File: src/pidt_pkg.sv
// Shared constants, types and saturation helper for the timestamped PID unit.
// No dependencies; the channel file and the top level refer to it by scoped names.
package pidt_pkg;

  localparam int Q_W        = 32;
  localparam int SETPOINT_W = 16;
  localparam int CFG_IDX_W  = 8;
  localparam int CFG_DATA_W = 32;
  localparam int TICK_MAX_W = 64;

  // Register indexes of the configuration port.
  localparam logic [CFG_IDX_W-1:0] CFG_SETPOINT = 8'd0;
  localparam logic [CFG_IDX_W-1:0] CFG_GAIN_P   = 8'd1;
  localparam logic [CFG_IDX_W-1:0] CFG_GAIN_I   = 8'd2;
  localparam logic [CFG_IDX_W-1:0] CFG_GAIN_D   = 8'd3;

  // Wide signed working width; holds any magnitude the serial units produce plus a sign.
  localparam int WIDE_W = 68;

  localparam logic signed [WIDE_W-1:0] Q_MAX_WIDE =
    {{(WIDE_W-Q_W+1){1'b0}}, {(Q_W-1){1'b1}}};
  localparam logic signed [WIDE_W-1:0] Q_MIN_WIDE =
    {{(WIDE_W-Q_W+1){1'b1}}, {(Q_W-1){1'b0}}};
  localparam logic [WIDE_W-1:0] INCR_A_LIMIT = WIDE_W'(64'h0000_0000_8000_0000);
  localparam logic [WIDE_W-1:0] INCR_LIMIT   = WIDE_W'(64'h0000_0002_0000_0000);

  typedef struct packed {
    logic [Q_W-1:0] value;
    logic           clip;
  } sat_t;

  function automatic sat_t sat_q(input logic signed [WIDE_W-1:0] v);
    sat_t r;
    if (v > Q_MAX_WIDE) begin
      r.value = Q_MAX_WIDE[Q_W-1:0];
      r.clip  = 1'b1;
    end else if (v < Q_MIN_WIDE) begin
      r.value = Q_MIN_WIDE[Q_W-1:0];
      r.clip  = 1'b1;
    end else begin
      r.value = v[Q_W-1:0];
      r.clip  = 1'b0;
    end
    return r;
  endfunction

endpackage

File: src/pidt_ifs.sv
// Request channels of the timestamped PID unit: sample input and result output.
// Depends on pidt_pkg for the fixed Q16.16 width.
interface pidt_sample_if #(
  parameter int SAMPLE_WIDTH = 16,
  parameter int TICK_WIDTH   = 32
);
  logic                           valid;
  logic                           ready;
  logic signed [SAMPLE_WIDTH-1:0] measurement;
  logic        [TICK_WIDTH-1:0]   tick_now;

  modport source (output valid, output measurement, output tick_now, input ready);
  modport sink   (input valid, input measurement, input tick_now, output ready);
endinterface

interface pidt_result_if;
  logic                             valid;
  logic                             ready;
  logic signed [pidt_pkg::Q_W-1:0]  drive;
  logic signed [pidt_pkg::Q_W-1:0]  p_term;
  logic signed [pidt_pkg::Q_W-1:0]  i_term;
  logic signed [pidt_pkg::Q_W-1:0]  d_term;
  logic                             saturated;

  modport source (output valid, output drive, output p_term, output i_term,
                  output d_term, output saturated, input ready);
  modport sink   (input valid, input drive, input p_term, input i_term,
                  input d_term, input saturated, output ready);
endinterface

File: src/pidt_sermul.sv
// Bit-serial unsigned shift-add multiplier: one multiplier bit per step.
// Standalone; the product is valid after B_W steps following start.
module pidt_sermul #(
  parameter int A_W = 32,
  parameter int B_W = 17
) (
  input  logic               clk,
  input  logic               start,
  input  logic               step,
  input  logic [A_W-1:0]     a,
  input  logic [B_W-1:0]     b,
  output logic [A_W+B_W-1:0] prod
);

  logic [A_W-1:0] mcand;
  logic [A_W-1:0] hi;
  logic [B_W-1:0] lo;
  logic [A_W:0]   sum;

  assign sum  = {1'b0, hi} + (lo[0] ? {1'b0, mcand} : '0);
  assign prod = {hi, lo};

  // The multiplier bits leave the low end as product bits fill in from the top.
  always_ff @(posedge clk) begin
    if (start) begin
      mcand <= a;
      hi    <= '0;
      lo    <= b;
    end else if (step) begin
      hi <= sum[A_W:1];
      lo <= {sum[0], lo[B_W-1:1]};
    end
  end

endmodule

File: src/pidt_serdiv.sv
// Restoring radix-2 divider: one quotient bit per step.
// Standalone; the quotient is valid after N_W steps following start.
module pidt_serdiv #(
  parameter int N_W = 49,
  parameter int D_W = 32
) (
  input  logic           clk,
  input  logic           start,
  input  logic           step,
  input  logic [N_W-1:0] num,
  input  logic [D_W-1:0] den,
  output logic [N_W-1:0] quot
);

  logic [N_W-1:0] q;
  logic [D_W-1:0] rem;
  logic [D_W-1:0] dvs;
  logic [D_W:0]   trial;
  logic [D_W:0]   diff;
  logic           fits;

  assign trial = {rem, q[N_W-1]};
  assign diff  = trial - {1'b0, dvs};
  assign fits  = (trial >= {1'b0, dvs});
  assign quot  = q;

  // Dividend bits shift out of the top while quotient bits enter at the bottom.
  always_ff @(posedge clk) begin
    if (start) begin
      q   <= num;
      rem <= '0;
      dvs <= den;
    end else if (step) begin
      q   <= {q[N_W-2:0], fits};
      rem <= fits ? diff[D_W-1:0] : trial[D_W-1:0];
    end
  end

endmodule

File: src/pid_controller_timestamped_unit.sv
// Top level of the timestamped Q16.16 PID unit: configuration, sequencer, term assembly.
// Depends on pidt_pkg, pidt_ifs (channels), pidt_sermul and pidt_serdiv.
//
// Usage: configure setpoint and gains through cfg_write/cfg_index/cfg_data while the
// unit is idle. Each request on sample_in carries a measurement and the current tick
// count; the unit answers with one request on result_out holding drive, the three
// terms and a saturation flag.
// Sequence, with EW = max(SAMPLE_WIDTH, 16) + 1 and NW = 32 + EW:
//   the three products run bit-serially in parallel over the EW-bit magnitudes, then the
//   NW-bit derivative quotient comes out of the radix-2 divider (the integral time product
//   runs alongside it), then the term, integral, total and output steps assemble and
//   saturate the terms and hand on the result. One sample is in flight at a time, so a
//   new sample is taken only after the previous one has left the output step.
// The result sits in an output register: the next sample is taken while it waits.
// If the receiver stalls longer, the finished item waits in its last step and the
// integral, previous sample and previous tick are committed only when it moves out.
// Reset clears the configuration, the integral, the previous sample and tick, and
// drops both valid and any work in progress.
module pid_controller_timestamped_unit #(
  parameter int SAMPLE_WIDTH = 16,
  parameter int TICK_WIDTH   = 32
) (
  input  logic                               clk,
  input  logic                               rst,
  input  logic                               cfg_write,
  input  logic [pidt_pkg::CFG_IDX_W-1:0]     cfg_index,
  input  logic [pidt_pkg::CFG_DATA_W-1:0]    cfg_data,
  pidt_sample_if.sink                        sample_in,
  pidt_result_if.source                      result_out
);

  localparam int QW    = pidt_pkg::Q_W;
  localparam int WW    = pidt_pkg::WIDE_W;
  localparam int EW    = ((SAMPLE_WIDTH > pidt_pkg::SETPOINT_W) ? SAMPLE_WIDTH
                                                               : pidt_pkg::SETPOINT_W) + 1;
  localparam int DFW   = SAMPLE_WIDTH + 1;
  localparam int PW    = QW + EW;
  localparam int CNT_W = $clog2(PW + 1);

  localparam logic [3:0] ST_IDLE  = 4'd0;
  localparam logic [3:0] ST_PREP  = 4'd1;
  localparam logic [3:0] ST_MUL   = 4'd2;
  localparam logic [3:0] ST_LOAD2 = 4'd3;
  localparam logic [3:0] ST_DIV   = 4'd4;
  localparam logic [3:0] ST_TERM  = 4'd5;
  localparam logic [3:0] ST_INTEG = 4'd6;
  localparam logic [3:0] ST_TOTAL = 4'd7;
  localparam logic [3:0] ST_OUT   = 4'd8;

  // Configuration and persistent controller state.
  logic signed [pidt_pkg::SETPOINT_W-1:0] setpoint;
  logic signed [QW-1:0]                   gain_p;
  logic signed [QW-1:0]                   gain_i_per_tick;
  logic signed [QW-1:0]                   gain_d_ticks;
  logic signed [QW-1:0]                   integral_acc;
  logic signed [SAMPLE_WIDTH-1:0]         prev_meas;
  logic        [TICK_WIDTH-1:0]           prev_tick;

  logic [3:0]       state;
  logic [3:0]       state_next;
  logic [CNT_W-1:0] cnt;
  logic [CNT_W-1:0] cnt_next;
  logic             out_valid;
  logic             accept;
  logic             out_free;

  // Per-item working registers.
  logic                           err_neg;
  logic [EW-1:0]                  err_mag;
  logic                           diff_neg;
  logic [EW-1:0]                  diff_mag;
  logic [TICK_WIDTH-1:0]          dt;
  logic signed [SAMPLE_WIDTH-1:0] meas_r;
  logic [TICK_WIDTH-1:0]          tick_r;
  logic signed [QW-1:0]           p_r;
  logic signed [QW-1:0]           d_r;
  logic signed [QW-1:0]           i_r;
  logic signed [QW-1:0]           sum_r;
  logic                           p_clip;
  logic                           d_clip;
  logic                           i_clip;
  logic                           s_clip;
  logic signed [WW-1:0]           incr_r;

  logic signed [QW-1:0]           drive_q;
  logic signed [QW-1:0]           p_q;
  logic signed [QW-1:0]           i_q;
  logic signed [QW-1:0]           d_q;
  logic                           sat_q;

  // Combinational capture and assembly.
  logic signed [EW-1:0]           err_x;
  logic signed [DFW-1:0]          diff_x;
  logic [DFW-1:0]                 diff_abs;
  logic [QW-1:0]                  kp_mag;
  logic [QW-1:0]                  ki_mag;
  logic [QW-1:0]                  kd_mag;
  logic [PW-1:0]                  prod_p;
  logic [PW-1:0]                  prod_i;
  logic [PW-1:0]                  prod_d;
  logic [2*QW-1:0]                prod_it;
  logic [PW-1:0]                  quot;
  logic [pidt_pkg::TICK_MAX_W-1:0] dt_wide;
  logic                           dt_zero;
  logic                           mul_start;
  logic                           mul_step;
  logic                           ph2_start;
  logic                           div_step;
  logic                           it_step;
  logic signed [WW-1:0]           p_wide;
  logic signed [WW-1:0]           d_wide;
  logic [WW-1:0]                  a_mag;
  logic [WW-1:0]                  it_clip;
  logic [WW-1:0]                  incr_mag;
  logic signed [WW-1:0]           i_wide;
  logic signed [WW-1:0]           s_wide;
  pidt_pkg::sat_t                 p_sat;
  pidt_pkg::sat_t                 d_sat;
  pidt_pkg::sat_t                 i_sat;
  pidt_pkg::sat_t                 s_sat;

  assign accept   = sample_in.valid && sample_in.ready;
  assign out_free = !out_valid || result_out.ready;

  assign sample_in.ready      = (state == ST_IDLE);
  assign result_out.valid     = out_valid;
  assign result_out.drive     = drive_q;
  assign result_out.p_term    = p_q;
  assign result_out.i_term    = i_q;
  assign result_out.d_term    = d_q;
  assign result_out.saturated = sat_q;

  assign err_x    = EW'(setpoint) - EW'(sample_in.measurement);
  assign diff_x   = DFW'(prev_meas) - DFW'(sample_in.measurement);
  assign diff_abs = diff_x[DFW-1] ? DFW'(-diff_x) : DFW'(diff_x);

  assign kp_mag = gain_p[QW-1]          ? QW'(-gain_p)          : QW'(gain_p);
  assign ki_mag = gain_i_per_tick[QW-1] ? QW'(-gain_i_per_tick) : QW'(gain_i_per_tick);
  assign kd_mag = gain_d_ticks[QW-1]    ? QW'(-gain_d_ticks)    : QW'(gain_d_ticks);

  assign dt_wide = pidt_pkg::TICK_MAX_W'(dt);
  assign dt_zero = (dt == '0);

  assign mul_start = (state == ST_PREP);
  assign mul_step  = (state == ST_MUL);
  assign ph2_start = (state == ST_LOAD2);
  assign div_step  = (state == ST_DIV);
  assign it_step   = div_step && (cnt < CNT_W'(QW));

  pidt_sermul #(.A_W(QW), .B_W(EW)) u_mul_p (
    .clk(clk), .start(mul_start), .step(mul_step),
    .a(kp_mag), .b(err_mag), .prod(prod_p)
  );

  pidt_sermul #(.A_W(QW), .B_W(EW)) u_mul_i (
    .clk(clk), .start(mul_start), .step(mul_step),
    .a(ki_mag), .b(err_mag), .prod(prod_i)
  );

  pidt_sermul #(.A_W(QW), .B_W(EW)) u_mul_d (
    .clk(clk), .start(mul_start), .step(mul_step),
    .a(kd_mag), .b(diff_mag), .prod(prod_d)
  );

  // Integral increment magnitude times elapsed ticks; only meaningful when both fit 32 bits.
  pidt_sermul #(.A_W(QW), .B_W(QW)) u_mul_it (
    .clk(clk), .start(ph2_start), .step(it_step),
    .a(prod_i[QW-1:0]), .b(dt_wide[QW-1:0]), .prod(prod_it)
  );

  pidt_serdiv #(.N_W(PW), .D_W(TICK_WIDTH)) u_div (
    .clk(clk), .start(ph2_start), .step(div_step),
    .num(prod_d), .den(dt), .quot(quot)
  );

  always_comb begin
    p_wide = $signed(WW'(prod_p));
    if (err_neg ^ gain_p[QW-1]) begin
      p_wide = -p_wide;
    end
    p_sat = pidt_pkg::sat_q(p_wide);

    d_wide = $signed(WW'(quot));
    if (diff_neg ^ gain_d_ticks[QW-1]) begin
      d_wide = -d_wide;
    end
    d_sat = pidt_pkg::sat_q(d_wide);

    // The increment is clipped to 2^33 in magnitude before it reaches the accumulator.
    a_mag   = WW'(prod_i);
    it_clip = (WW'(prod_it) > pidt_pkg::INCR_LIMIT) ? pidt_pkg::INCR_LIMIT : WW'(prod_it);
    if ((a_mag == '0) || dt_zero) begin
      incr_mag = '0;
    end else if ((a_mag > pidt_pkg::INCR_A_LIMIT) || (dt_wide[pidt_pkg::TICK_MAX_W-1:QW] != '0)) begin
      incr_mag = pidt_pkg::INCR_LIMIT;
    end else begin
      incr_mag = it_clip;
    end

    i_wide = WW'(integral_acc) + incr_r;
    i_sat  = pidt_pkg::sat_q(i_wide);

    s_wide = WW'(p_r) + WW'(i_r) + WW'(d_r);
    s_sat  = pidt_pkg::sat_q(s_wide);
  end

  always_comb begin
    state_next = state;
    cnt_next   = cnt;
    case (state)
      ST_IDLE: begin
        if (accept) begin
          state_next = ST_PREP;
        end
      end
      ST_PREP: begin
        state_next = ST_MUL;
        cnt_next   = '0;
      end
      ST_MUL: begin
        cnt_next = cnt + 1'b1;
        if (cnt == CNT_W'(EW - 1)) begin
          state_next = ST_LOAD2;
        end
      end
      ST_LOAD2: begin
        state_next = ST_DIV;
        cnt_next   = '0;
      end
      ST_DIV: begin
        cnt_next = cnt + 1'b1;
        if (cnt == CNT_W'(PW - 1)) begin
          state_next = ST_TERM;
        end
      end
      ST_TERM:  state_next = ST_INTEG;
      ST_INTEG: state_next = ST_TOTAL;
      ST_TOTAL: state_next = ST_OUT;
      ST_OUT: begin
        if (out_free) begin
          state_next = ST_IDLE;
        end
      end
      default: state_next = ST_IDLE;
    endcase
  end

  always_ff @(posedge clk) begin
    if (rst) begin
      state           <= ST_IDLE;
      cnt             <= '0;
      out_valid       <= 1'b0;
      setpoint        <= '0;
      gain_p          <= '0;
      gain_i_per_tick <= '0;
      gain_d_ticks    <= '0;
      integral_acc    <= '0;
      prev_meas       <= '0;
      prev_tick       <= '0;
    end else begin
      state <= state_next;
      cnt   <= cnt_next;
      if (cfg_write) begin
        case (cfg_index)
          pidt_pkg::CFG_SETPOINT: setpoint        <= cfg_data[pidt_pkg::SETPOINT_W-1:0];
          pidt_pkg::CFG_GAIN_P:   gain_p          <= cfg_data[QW-1:0];
          pidt_pkg::CFG_GAIN_I:   gain_i_per_tick <= cfg_data[QW-1:0];
          pidt_pkg::CFG_GAIN_D:   gain_d_ticks    <= cfg_data[QW-1:0];
          default: ;
        endcase
      end
      if ((state == ST_OUT) && out_free) begin
        out_valid    <= 1'b1;
        integral_acc <= i_r;
        prev_meas    <= meas_r;
        prev_tick    <= tick_r;
      end else if (result_out.ready) begin
        out_valid <= 1'b0;
      end
    end
  end

  always_ff @(posedge clk) begin
    if (accept) begin
      err_neg  <= err_x[EW-1];
      err_mag  <= err_x[EW-1] ? EW'(-err_x) : EW'(err_x);
      diff_neg <= diff_x[DFW-1];
      diff_mag <= EW'(diff_abs);
      dt       <= sample_in.tick_now - prev_tick;
      meas_r   <= sample_in.measurement;
      tick_r   <= sample_in.tick_now;
    end
    if (state == ST_TERM) begin
      p_r    <= p_sat.value;
      p_clip <= p_sat.clip;
      d_r    <= dt_zero ? '0 : d_sat.value;
      d_clip <= dt_zero ? 1'b0 : d_sat.clip;
      incr_r <= (err_neg ^ gain_i_per_tick[QW-1]) ? -$signed(incr_mag) : $signed(incr_mag);
    end
    if (state == ST_INTEG) begin
      i_r    <= i_sat.value;
      i_clip <= i_sat.clip;
    end
    if (state == ST_TOTAL) begin
      sum_r  <= s_sat.value;
      s_clip <= s_sat.clip;
    end
    if ((state == ST_OUT) && out_free) begin
      drive_q <= sum_r;
      p_q     <= p_r;
      i_q     <= i_r;
      d_q     <= d_r;
      sat_q   <= p_clip | d_clip | i_clip | s_clip;
    end
  end

  // A taken sample always starts the serial products on the next cycle.
  a_accept_starts: assert property (@(posedge clk) disable iff (rst)
    accept |=> (state == ST_PREP))
    else $error("accepted sample did not start the multipliers");

  // A new result appears only out of the final assembly step.
  a_result_from_out: assert property (@(posedge clk) disable iff (rst)
    $rose(out_valid) |-> ($past(state) == ST_OUT))
    else $error("result valid rose outside the output step");

  // The integral is committed only when a result moves into the output register.
  a_integral_commit: assert property (@(posedge clk) disable iff (rst)
    (!$past(rst) && !$stable(integral_acc)) |-> ($past(state) == ST_OUT))
    else $error("integral changed outside a result commit");

  // No elapsed ticks means no derivative contribution.
  a_d_zero: assert property (@(posedge clk) disable iff (rst)
    ((state == ST_TOTAL) && dt_zero) |-> (d_r == '0))
    else $error("derivative nonzero with zero elapsed ticks");

endmodule
File: src/flat_wrapper.sv
// flat-port wrapper written by rule: the top's interface ports become plain ports
module pid_controller_timestamped_unit_flat 
#(
  parameter int SAMPLE_WIDTH = 16,
  parameter int TICK_WIDTH   = 32
)
  (clk, rst, cfg_write, cfg_index, cfg_data, sample_in_valid, sample_in_measurement, sample_in_tick_now, sample_in_ready, result_out_valid, result_out_drive, result_out_p_term, result_out_i_term, result_out_d_term, result_out_saturated, result_out_ready);
  pidt_sample_if #(.SAMPLE_WIDTH(SAMPLE_WIDTH), .TICK_WIDTH(TICK_WIDTH)) sample_in_i ();
  pidt_result_if result_out_i ();
  input  logic clk;
  input  logic rst;
  input  logic cfg_write;
  input  logic [pidt_pkg::CFG_IDX_W-1:0] cfg_index;
  input  logic [pidt_pkg::CFG_DATA_W-1:0] cfg_data;
  input wire logic [$bits(sample_in_i.valid)-1:0] sample_in_valid;
  input wire logic [$bits(sample_in_i.measurement)-1:0] sample_in_measurement;
  input wire logic [$bits(sample_in_i.tick_now)-1:0] sample_in_tick_now;
  output wire logic [$bits(sample_in_i.ready)-1:0] sample_in_ready;
  output wire logic [$bits(result_out_i.valid)-1:0] result_out_valid;
  output wire logic [$bits(result_out_i.drive)-1:0] result_out_drive;
  output wire logic [$bits(result_out_i.p_term)-1:0] result_out_p_term;
  output wire logic [$bits(result_out_i.i_term)-1:0] result_out_i_term;
  output wire logic [$bits(result_out_i.d_term)-1:0] result_out_d_term;
  output wire logic [$bits(result_out_i.saturated)-1:0] result_out_saturated;
  input wire logic [$bits(result_out_i.ready)-1:0] result_out_ready;
  assign sample_in_i.valid = sample_in_valid;
  assign sample_in_i.measurement = sample_in_measurement;
  assign sample_in_i.tick_now = sample_in_tick_now;
  assign sample_in_ready = sample_in_i.ready;
  assign result_out_valid = result_out_i.valid;
  assign result_out_drive = result_out_i.drive;
  assign result_out_p_term = result_out_i.p_term;
  assign result_out_i_term = result_out_i.i_term;
  assign result_out_d_term = result_out_i.d_term;
  assign result_out_saturated = result_out_i.saturated;
  assign result_out_i.ready = result_out_ready;
  pid_controller_timestamped_unit #(.SAMPLE_WIDTH(SAMPLE_WIDTH), .TICK_WIDTH(TICK_WIDTH)) u_core (.clk(clk), .rst(rst), .cfg_write(cfg_write), .cfg_index(cfg_index), .cfg_data(cfg_data), .sample_in(sample_in_i), .result_out(result_out_i));
endmodule
File: config.mk
export PLATFORM = sky130hd
export DESIGN_NAME = pid_controller_timestamped_unit_flat
export DESIGN_NICKNAME = d
export VERILOG_FILES = /design/src/pidt_pkg.sv /design/src/pidt_ifs.sv /design/src/pidt_sermul.sv /design/src/pidt_serdiv.sv /design/src/pid_controller_timestamped_unit.sv /design/src/flat_wrapper.sv
export SDC_FILE = /design/constraint.sdc
export NUM_CORES = 2
export LEC_CHECK = 0
export BUFFER_PORTS_ARGS = -buffer_cell sky130_fd_sc_hd__buf_2
export CORE_UTILIZATION = 40
export CTS_CLUSTER_DIAMETER = 30
export DETAILED_ROUTE_END_ITERATION = 16
export PLACE_DENSITY_LB_ADDON = 0.12
export SYNTH_ARGS = -nofsm -noshare
export SYNTH_HDL_FRONTEND = slang
export SYNTH_SLANG_ARGS = --single-unit
File: constraint.sdc
create_clock -name clk -period 7.1 [get_ports clk]
set_input_delay 0.355 -clock clk [delete_from_list [all_inputs] [get_ports clk]]
set_output_delay 0.355 -clock clk [all_outputs]
set_load 0.01 [all_outputs]
# Word-level counts from Yosys, hierarchy flattened
# Cells that the tools add are included.
# classes
n_addsub	20
n_mul	0
n_div	0
n_lt_le_gt_ge	12
eq_ne	17
shifts	0
n_mux	39
bitwise_logic	6
n_reduce_logical	23
# ops
operator	count
2-to-1 mux 68 bit	5
> comparator 68 x 32 -> 1 bit, second input constant	4
less-than comparator 68 x 32 -> 1 bit, second input constant	4
2-to-1 mux 32 bit	8
negation 49 -> 68 bit	2
adder 32 x 33 -> 33 bit	4
2-to-1 mux 33 bit	4
2-to-1 mux 17 bit	6
2-to-1 mux 49 bit	2
negation 32 bit	3
2-to-1 mux 31 bit	3
adder 32 x 68 -> 68 bit	1
negation 68 bit	1
> comparator 64 x 34 -> 1 bit, second input constant	1
2-to-1 mux 64 bit	1
subtractor 32 bit	2
> comparator 49 x 32 -> 1 bit, second input constant	1
logical NOT 49 bit	1
case mux 4 bit (9 select lines)	1
adder 33 x 32 -> 34 bit	1
negation 17 bit	2
subtractor 16 x 16 -> 17 bit	2
adder 32 x 32 -> 33 bit	1
greater-or-equal comparator 33 x 32 -> 1 bit	1
other kinds (28)	56
# word_totals
register_bits	1100
latchBits	0
ram_bits	0
rom_bits	0
inputBits	93
out_inout_bits	131
wordCells	169
mem_count	0

# Logic depth before layout (Yosys ltp)
# depth
ltp_word	6
depth_mapped	21
mapped_depth_nobuf	20

# Modules after synthesis
# From an unflattened synthesis, not the netlist that was laid out.
# hier_totals
cells_unflattened	6497
hier_area_um2	63952.6
# by_module_without_submodules
mod	n_inst	cells_each	area_per_inst_um2	seq_area_each_um2
pid_controller_timestamped_unit	1	4013	37930.1	17426.7
pidt_sermul at u_core.u_mul_d ...	2	470	4755.8	2112.0
pidt_serdiv	1	554	6279.8	3072.9
pidt_sermul at u_core.u_mul_it	1	523	5472.7	2562.5
pidt_sermul at u_core.u_mul_p	1	467	4758.3	2112.0

# Worst setup path before layout
# OpenSTA, ideal clock, no wires.
# synth_path
path_type	register -> register
from	register u_core.state[0]
to	register u_core.d_clip, enable pin
setup_ps	629
t_arrival_ps	6320
required_time_ps	6471
path_slack_ps	151
path_stages_with_launch	4
path_buffers	1
period_less_slack_ps	6949
path_cell_list	dfxtp_1 clkbuf_1 nand2b_1 nor2_1
# synth_between
elab_chain_len	1
# synth_rtl
element	line_no	source
start, declared	pid_controller_timestamped_unit.sv:59	logic [3:0] state;
start signal, assigned	pid_controller_timestamped_unit.sv:261	state <= state_next;
equality test 4 x 3 -> 1 bit	pid_controller_timestamped_unit.sv:293	if (state == ST_TERM) begin
end signal, assigned	pid_controller_timestamped_unit.sv:297	d_clip <= dt_zero ? 1'b0 : d_sat.clip;
end, declared	pid_controller_timestamped_unit.sv:80	logic d_clip;
# No other way between the ends.
# A chain may end at the register's enable or synchronous reset.

# Worst setup path after layout
# layout_path
from	register u_core.integral_acc[31]
to	register u_core.i_r[8] (data pin)
# layout_between
elab_chain_len	3
elab_cells_between_ends	4
cone_classes	1 x add/sub; 2 x order compare; 1 x mux
# layout_rtl
element	line_no	source
start, declared	pid_controller_timestamped_unit.sv:55	logic signed [QW-1:0] integral_acc;
start signal, assigned	pid_controller_timestamped_unit.sv:274	integral_acc <= i_r;
adder 32 x 68 -> 68 bit (*)	pid_controller_timestamped_unit.sv:200	i_wide = WW'(integral_acc) + incr_r;
less-than comparator 68 x 32 -> 1 bit	pidt_pkg.sv:37	end else if (v < Q_MIN_WIDE) begin
2-to-1 mux 33 bit	pidt_pkg.sv:37	
end signal, assigned	pid_controller_timestamped_unit.sv:301	i_r <= i_sat.value;
end, declared	pid_controller_timestamped_unit.sv:77	logic signed [QW-1:0] i_r;
# Mark *: on every way between the ends. The rest lies on a longest branch, timed or not.

==> results.txt <==
* Number of rows created at floorplan: approximately 140
- The H-tree generated during clock tree synthesis spans 5 levels.
- Category of the most critical setup path: reg -> reg
* Initial core utilization: 40.5%
* Flop and latch count out of synthesis: 1100
- At the worst endpoint, the required time is 7680 ps.
- Commonest cells in the synthesized netlist: sky130_fd_sc_hd__nand2_1, sky130_fd_sc_hd__edfxtp_1, sky130_fd_sc_hd__a21oi_1
- Gr ovfl total: 0
* Top cell type by total area after synthesis: sky130_fd_sc_hd__edfxtp_1
* Count of clock tree sinks: 1100
* Number of top-level pins: ~220
- Most common cell in the synthesized netlist: sky130_fd_sc_hd__nand2_1
- Clock latency at the later pin of the worst-skew pair: 900 ps
- A synthesized cell averages 9.77 µm².
- Post-route cell area: 74300 µm²
* Nets in the synthesized netlist: 6627
* Leak pwr: 29.3 nW
* Arrival time worst endpoint: 6490 ps
* Dominant cells by area after synthesis: sky130_fd_sc_hd__edfxtp_1, sky130_fd_sc_hd__dfxtp_1, sky130_fd_sc_hd__ha_1
- Traced cell by cell, the critical path runs through buf_4 -> ha_1 -> and2_1 -> nor4b_1 -> and2_1 -> nand4_1 -> nand2_1 -> a41oi_4 -> a211oi_1 -> a21boi_0 -> a211o_1 -> or4b_1 -> or4_1 -> nor4_2 -> or2_2 -> o21ai_0.
- Crit path max-delay family: simple AND/OR/NAND/NOR gates
- Clock tree from TritonCTS: yes
- R2R cell count: 16
* Maximum vdd ir drop: approximately 190 µV
- The largest individual stage delay along the critical path comes from the cell sky130_fd_sc_hd__or2_2.
- Antenna violations before repair: 4
- Compared with the post-synthesis result, the final layout area differs by 23.4%.
- Summed over all failing endpoints, the final setup total negative slack is 0 ps.
- Final number of hold-violating endpoints: 0
* Layout cells sized above 1: 12.4%
* Tightest Hold Check Type: in -> reg
- Power density cells: 353 nW/µm²
- Buffers inserted during clock tree synthesis total 295.
- The first TritonRoute pass finished after 5 iterations.
* Core outline area: around 150000 µm²
- Most common flop cell mapped by yosys: sky130_fd_sc_hd__edfxtp_1
* Global placer's final weighted congestion: about 0.89
- Derived from the worst setup path, the maximum achievable clock frequency is about 170 MHz.
- Final number of max-transition violations: 0
- Summed over its instances, the top area cell type makes up 36.8% of the synthesized netlist area.
- The worst pin sits at a relative slew slack of between 20% and 30%.
- Final critical-path required period: 5910 ps
- Final wirelength: roughly 180 mm
- Max capacitance violation total: 0
- Period utilisation layout: between 80% and 90%
* Routed via count: 47000
- Nets: 7042
- The synthesized design contains 737 enable-type register cells.
- The register with the most flip-flops in the layout has 68 of them.
- Max stage delay on crit path: around 620 ps
* Total track usage: 22.9%
* Placement-stage cell area: 63500 µm²
- In this design, the critical path's most frequently occurring cell is sky130_fd_sc_hd__and2_1.
- The worst setup path is captured at a flip-flop.
* Sequential cell area fraction in the yosys report: between 40% and 50%
- Detailed Route Iter0 Violations: 3478
- Crit path max fanout: 29
- Setup violations remaining at the end of the flow were counted as 0.
- HPWL Detailed: 129 mm
- In the routed layout, each cell is associated on average with a via count of 5.34.
- Register containing the most flip-flops in the final layout: u_core.incr_r
* Worst-case clock buffer depth: 4
- In this run the remaining antenna-violating nets after routing total 0.
* Number of warning messages in the yosys log: 0
- Post-synthesis async set-or-reset flop share: 0%
- Die span in y: 390 µm
* Clock root buffer master: sky130_fd_sc_hd__clkbuf_16
* Number of standard cells after synthesis: 6160
- DRC violations left: 0
- RSZ-0062 raised after global routing: no
- Entering global routing, the biggest net connects 88 pins.
- Result of the run: complete, no violations
* Post-CTS setup-driven buffer insertion count: 0
- Clock-pin slew was measured on the worst setup and hold paths at 50 ps.
- Via count of the first global-routing pass: 44900
- Startpoint types: flip-flop
- For the final database, setup skew stands at 76.6 ps.
- Number of buffers added on ports: 223
* Post-synthesis cell area: roughly 60000 µm²
- At the pin with the least slew margin, the transition time is around 1100 ps.
- In this run the number of cells on the critical path is 16.
- Buffer and inverter count on the worst path: 1
- Dividing the detail-routed wire length by the instance count gives approximately 20 µm.
- The floorplan step defined a die boundary enclosing 152000 µm².
* Global-route wire length before repair: 270 mm
- Worst hold path stage count: 5
- Die width: just under 400 µm
- Number of distinct library cells after synthesis: 99
worst reg2reg max path, stage by stage (launching register included):
cell and delay (ps):
sky130_fd_sc_hd__dfxtp_1 330, sky130_fd_sc_hd__buf_4 230, sky130_fd_sc_hd__ha_1 570, sky130_fd_sc_hd__and2_1 250
sky130_fd_sc_hd__nor4b_1 460, sky130_fd_sc_hd__and2_1 320, sky130_fd_sc_hd__nand4_1 120, sky130_fd_sc_hd__nand2_1 150
sky130_fd_sc_hd__a41oi_4 90, sky130_fd_sc_hd__a211oi_1 430, sky130_fd_sc_hd__a21boi_0 190, sky130_fd_sc_hd__a211o_1 300
sky130_fd_sc_hd__or4b_1 460, sky130_fd_sc_hd__or4_1 540, sky130_fd_sc_hd__nor4_2 350, sky130_fd_sc_hd__or2_2 620
sky130_fd_sc_hd__o21ai_0 240
path summary, 6_finish.rpt:
path / end / slack (ps) / from
worst max-delay path: u_core.i_r[8]$_SDFFCE_PN1P_ / 1190 / u_core.integral_acc[31]$_SDFFE_PP0P_
worst min-delay path: u_core.gain_d_ticks[21]$_SDFFE_PP0P_ / 140 / cfg_index[0]
worst max register to register: u_core.i_r[8]$_SDFFCE_PN1P_ / 1190 / u_core.integral_acc[31]$_SDFFE_PP0P_
worst min register to register: u_core.result_out.drive[24]$_DFFE_PP_ / 410 / u_core.sum_r[24]$_SDFFCE_PN1P_
cell type report:
type / instances / area, µm²
Sequential cell: 1100 / 29400
Clock inverter: 163 / 1910
Timing Repair Buffer: 367 / 2430
Clock buffer: 354 / 8050
Fill cell: 13700 / 74200
Inverter: 229 / 872
Multi-Input combinational cell: 4582 / 29100
Tap cell: 2002 / 2500
Antenna cell: 4 / 10.0
logic make-up (layout without fill, tap and decap cells):
| kind of cell | after synthesis | count (layout) | share of synthesized area, % |
|---|---|---|---|
| simple gates | 2123 | 2123 | 16.3 |
| buf+inv | 478 | 1113 | 3.02 |
| compound gates | 1555 | 1555 | 15.7 |
| flops | 1100 | 1100 | 48.8 |
| mux | 48 | 48 | 0.809 |
| other cells | 0 | 4 | 0 |
| fa+ha+maj | 375 | 375 | 8.31 |
| xor+xnor | 481 | 481 | 7.00 |
power breakdown:
part	switching (mW)	internal [mW]	total, mW
combinational	2.69	1.80	4.49
clock	3.88	9.32	13.2
sequential	0.770	7.76	8.53
total	7.34	18.9	26.2
metrics by stage:
step | power, mW | setup slack (ps) | cells | hold WS [ps] | util, %
after floorplan | 11.7 | 151 | 6160 | 400 | -
after global placement | 13.0 | 1260 | 8193 | 404 | 42.7
after CTS | 26.4 | 1170 | 8797 | 61.4 | 50.0
after global routing | 27.4 | 780 | 8798 | 136 | 50.0
final | 26.2 | 1190 | 8801 | 136 | 50.0
after detailed placement | 13.1 | 1190 | 8193 | 405 | 42.7
layout by cell type, fill, tap and decap left out, types with 37 or more instances in the layout:
master	n
sky130_fd_sc_hd__edfxtp_1	737
sky130_fd_sc_hd__clkinv_2	42
sky130_fd_sc_hd__o21a_1	58
sky130_fd_sc_hd__nand2_1	1050
sky130_fd_sc_hd__nand3_1	98
sky130_fd_sc_hd__nand4_1	46
sky130_fd_sc_hd__fa_1	42
sky130_fd_sc_hd__a21oi_1	490
sky130_fd_sc_hd__and2_1	145
sky130_fd_sc_hd__nor2_1	299
sky130_fd_sc_hd__nor2b_1	47
sky130_fd_sc_hd__o21bai_1	37
sky130_fd_sc_hd__buf_4	56
sky130_fd_sc_hd__nand2b_1	68
sky130_fd_sc_hd__ha_1	332
sky130_fd_sc_hd__dfxtp_1	363
sky130_fd_sc_hd__inv_1	224
sky130_fd_sc_hd__a21o_1	124
sky130_fd_sc_hd__a31oi_1	62
sky130_fd_sc_hd__o31ai_1	65
sky130_fd_sc_hd__or3_1	46
sky130_fd_sc_hd__nor3_1	108
sky130_fd_sc_hd__xor2_1	176
sky130_fd_sc_hd__nor4_1	56
sky130_fd_sc_hd__xnor2_1	300
sky130_fd_sc_hd__o21ai_0	457
sky130_fd_sc_hd__bufinv_16	37
sky130_fd_sc_hd__clkbuf_16	305
sky130_fd_sc_hd__mux2i_1	43
sky130_fd_sc_hd__buf_2	222
sky130_fd_sc_hd__or4_1	38
sky130_fd_sc_hd__dlygate4sd3_1	87
layer usage:
| layer | track usage [%] | up-vias | wire length [µm] |
|---|---|---|---|
| met5 | 0 | - | 13 |
| met4 | 7.59 | 2 | 4310 |
| met2 | 34.1 | 1282 | 76000 |
| met3 | 4.00 | 217 | 9650 |
| li1 | - | 23100 | - |
| met1 | 33.6 | 22400 | 87200 |
repair_timing:
action | 4_1_cts | 5_1_grt
hold endpoints to repair | 177 | 0
gates resized for setup | 0 | 0
hold buffers | 87 | 0
(Power assumes the default switching activity.)
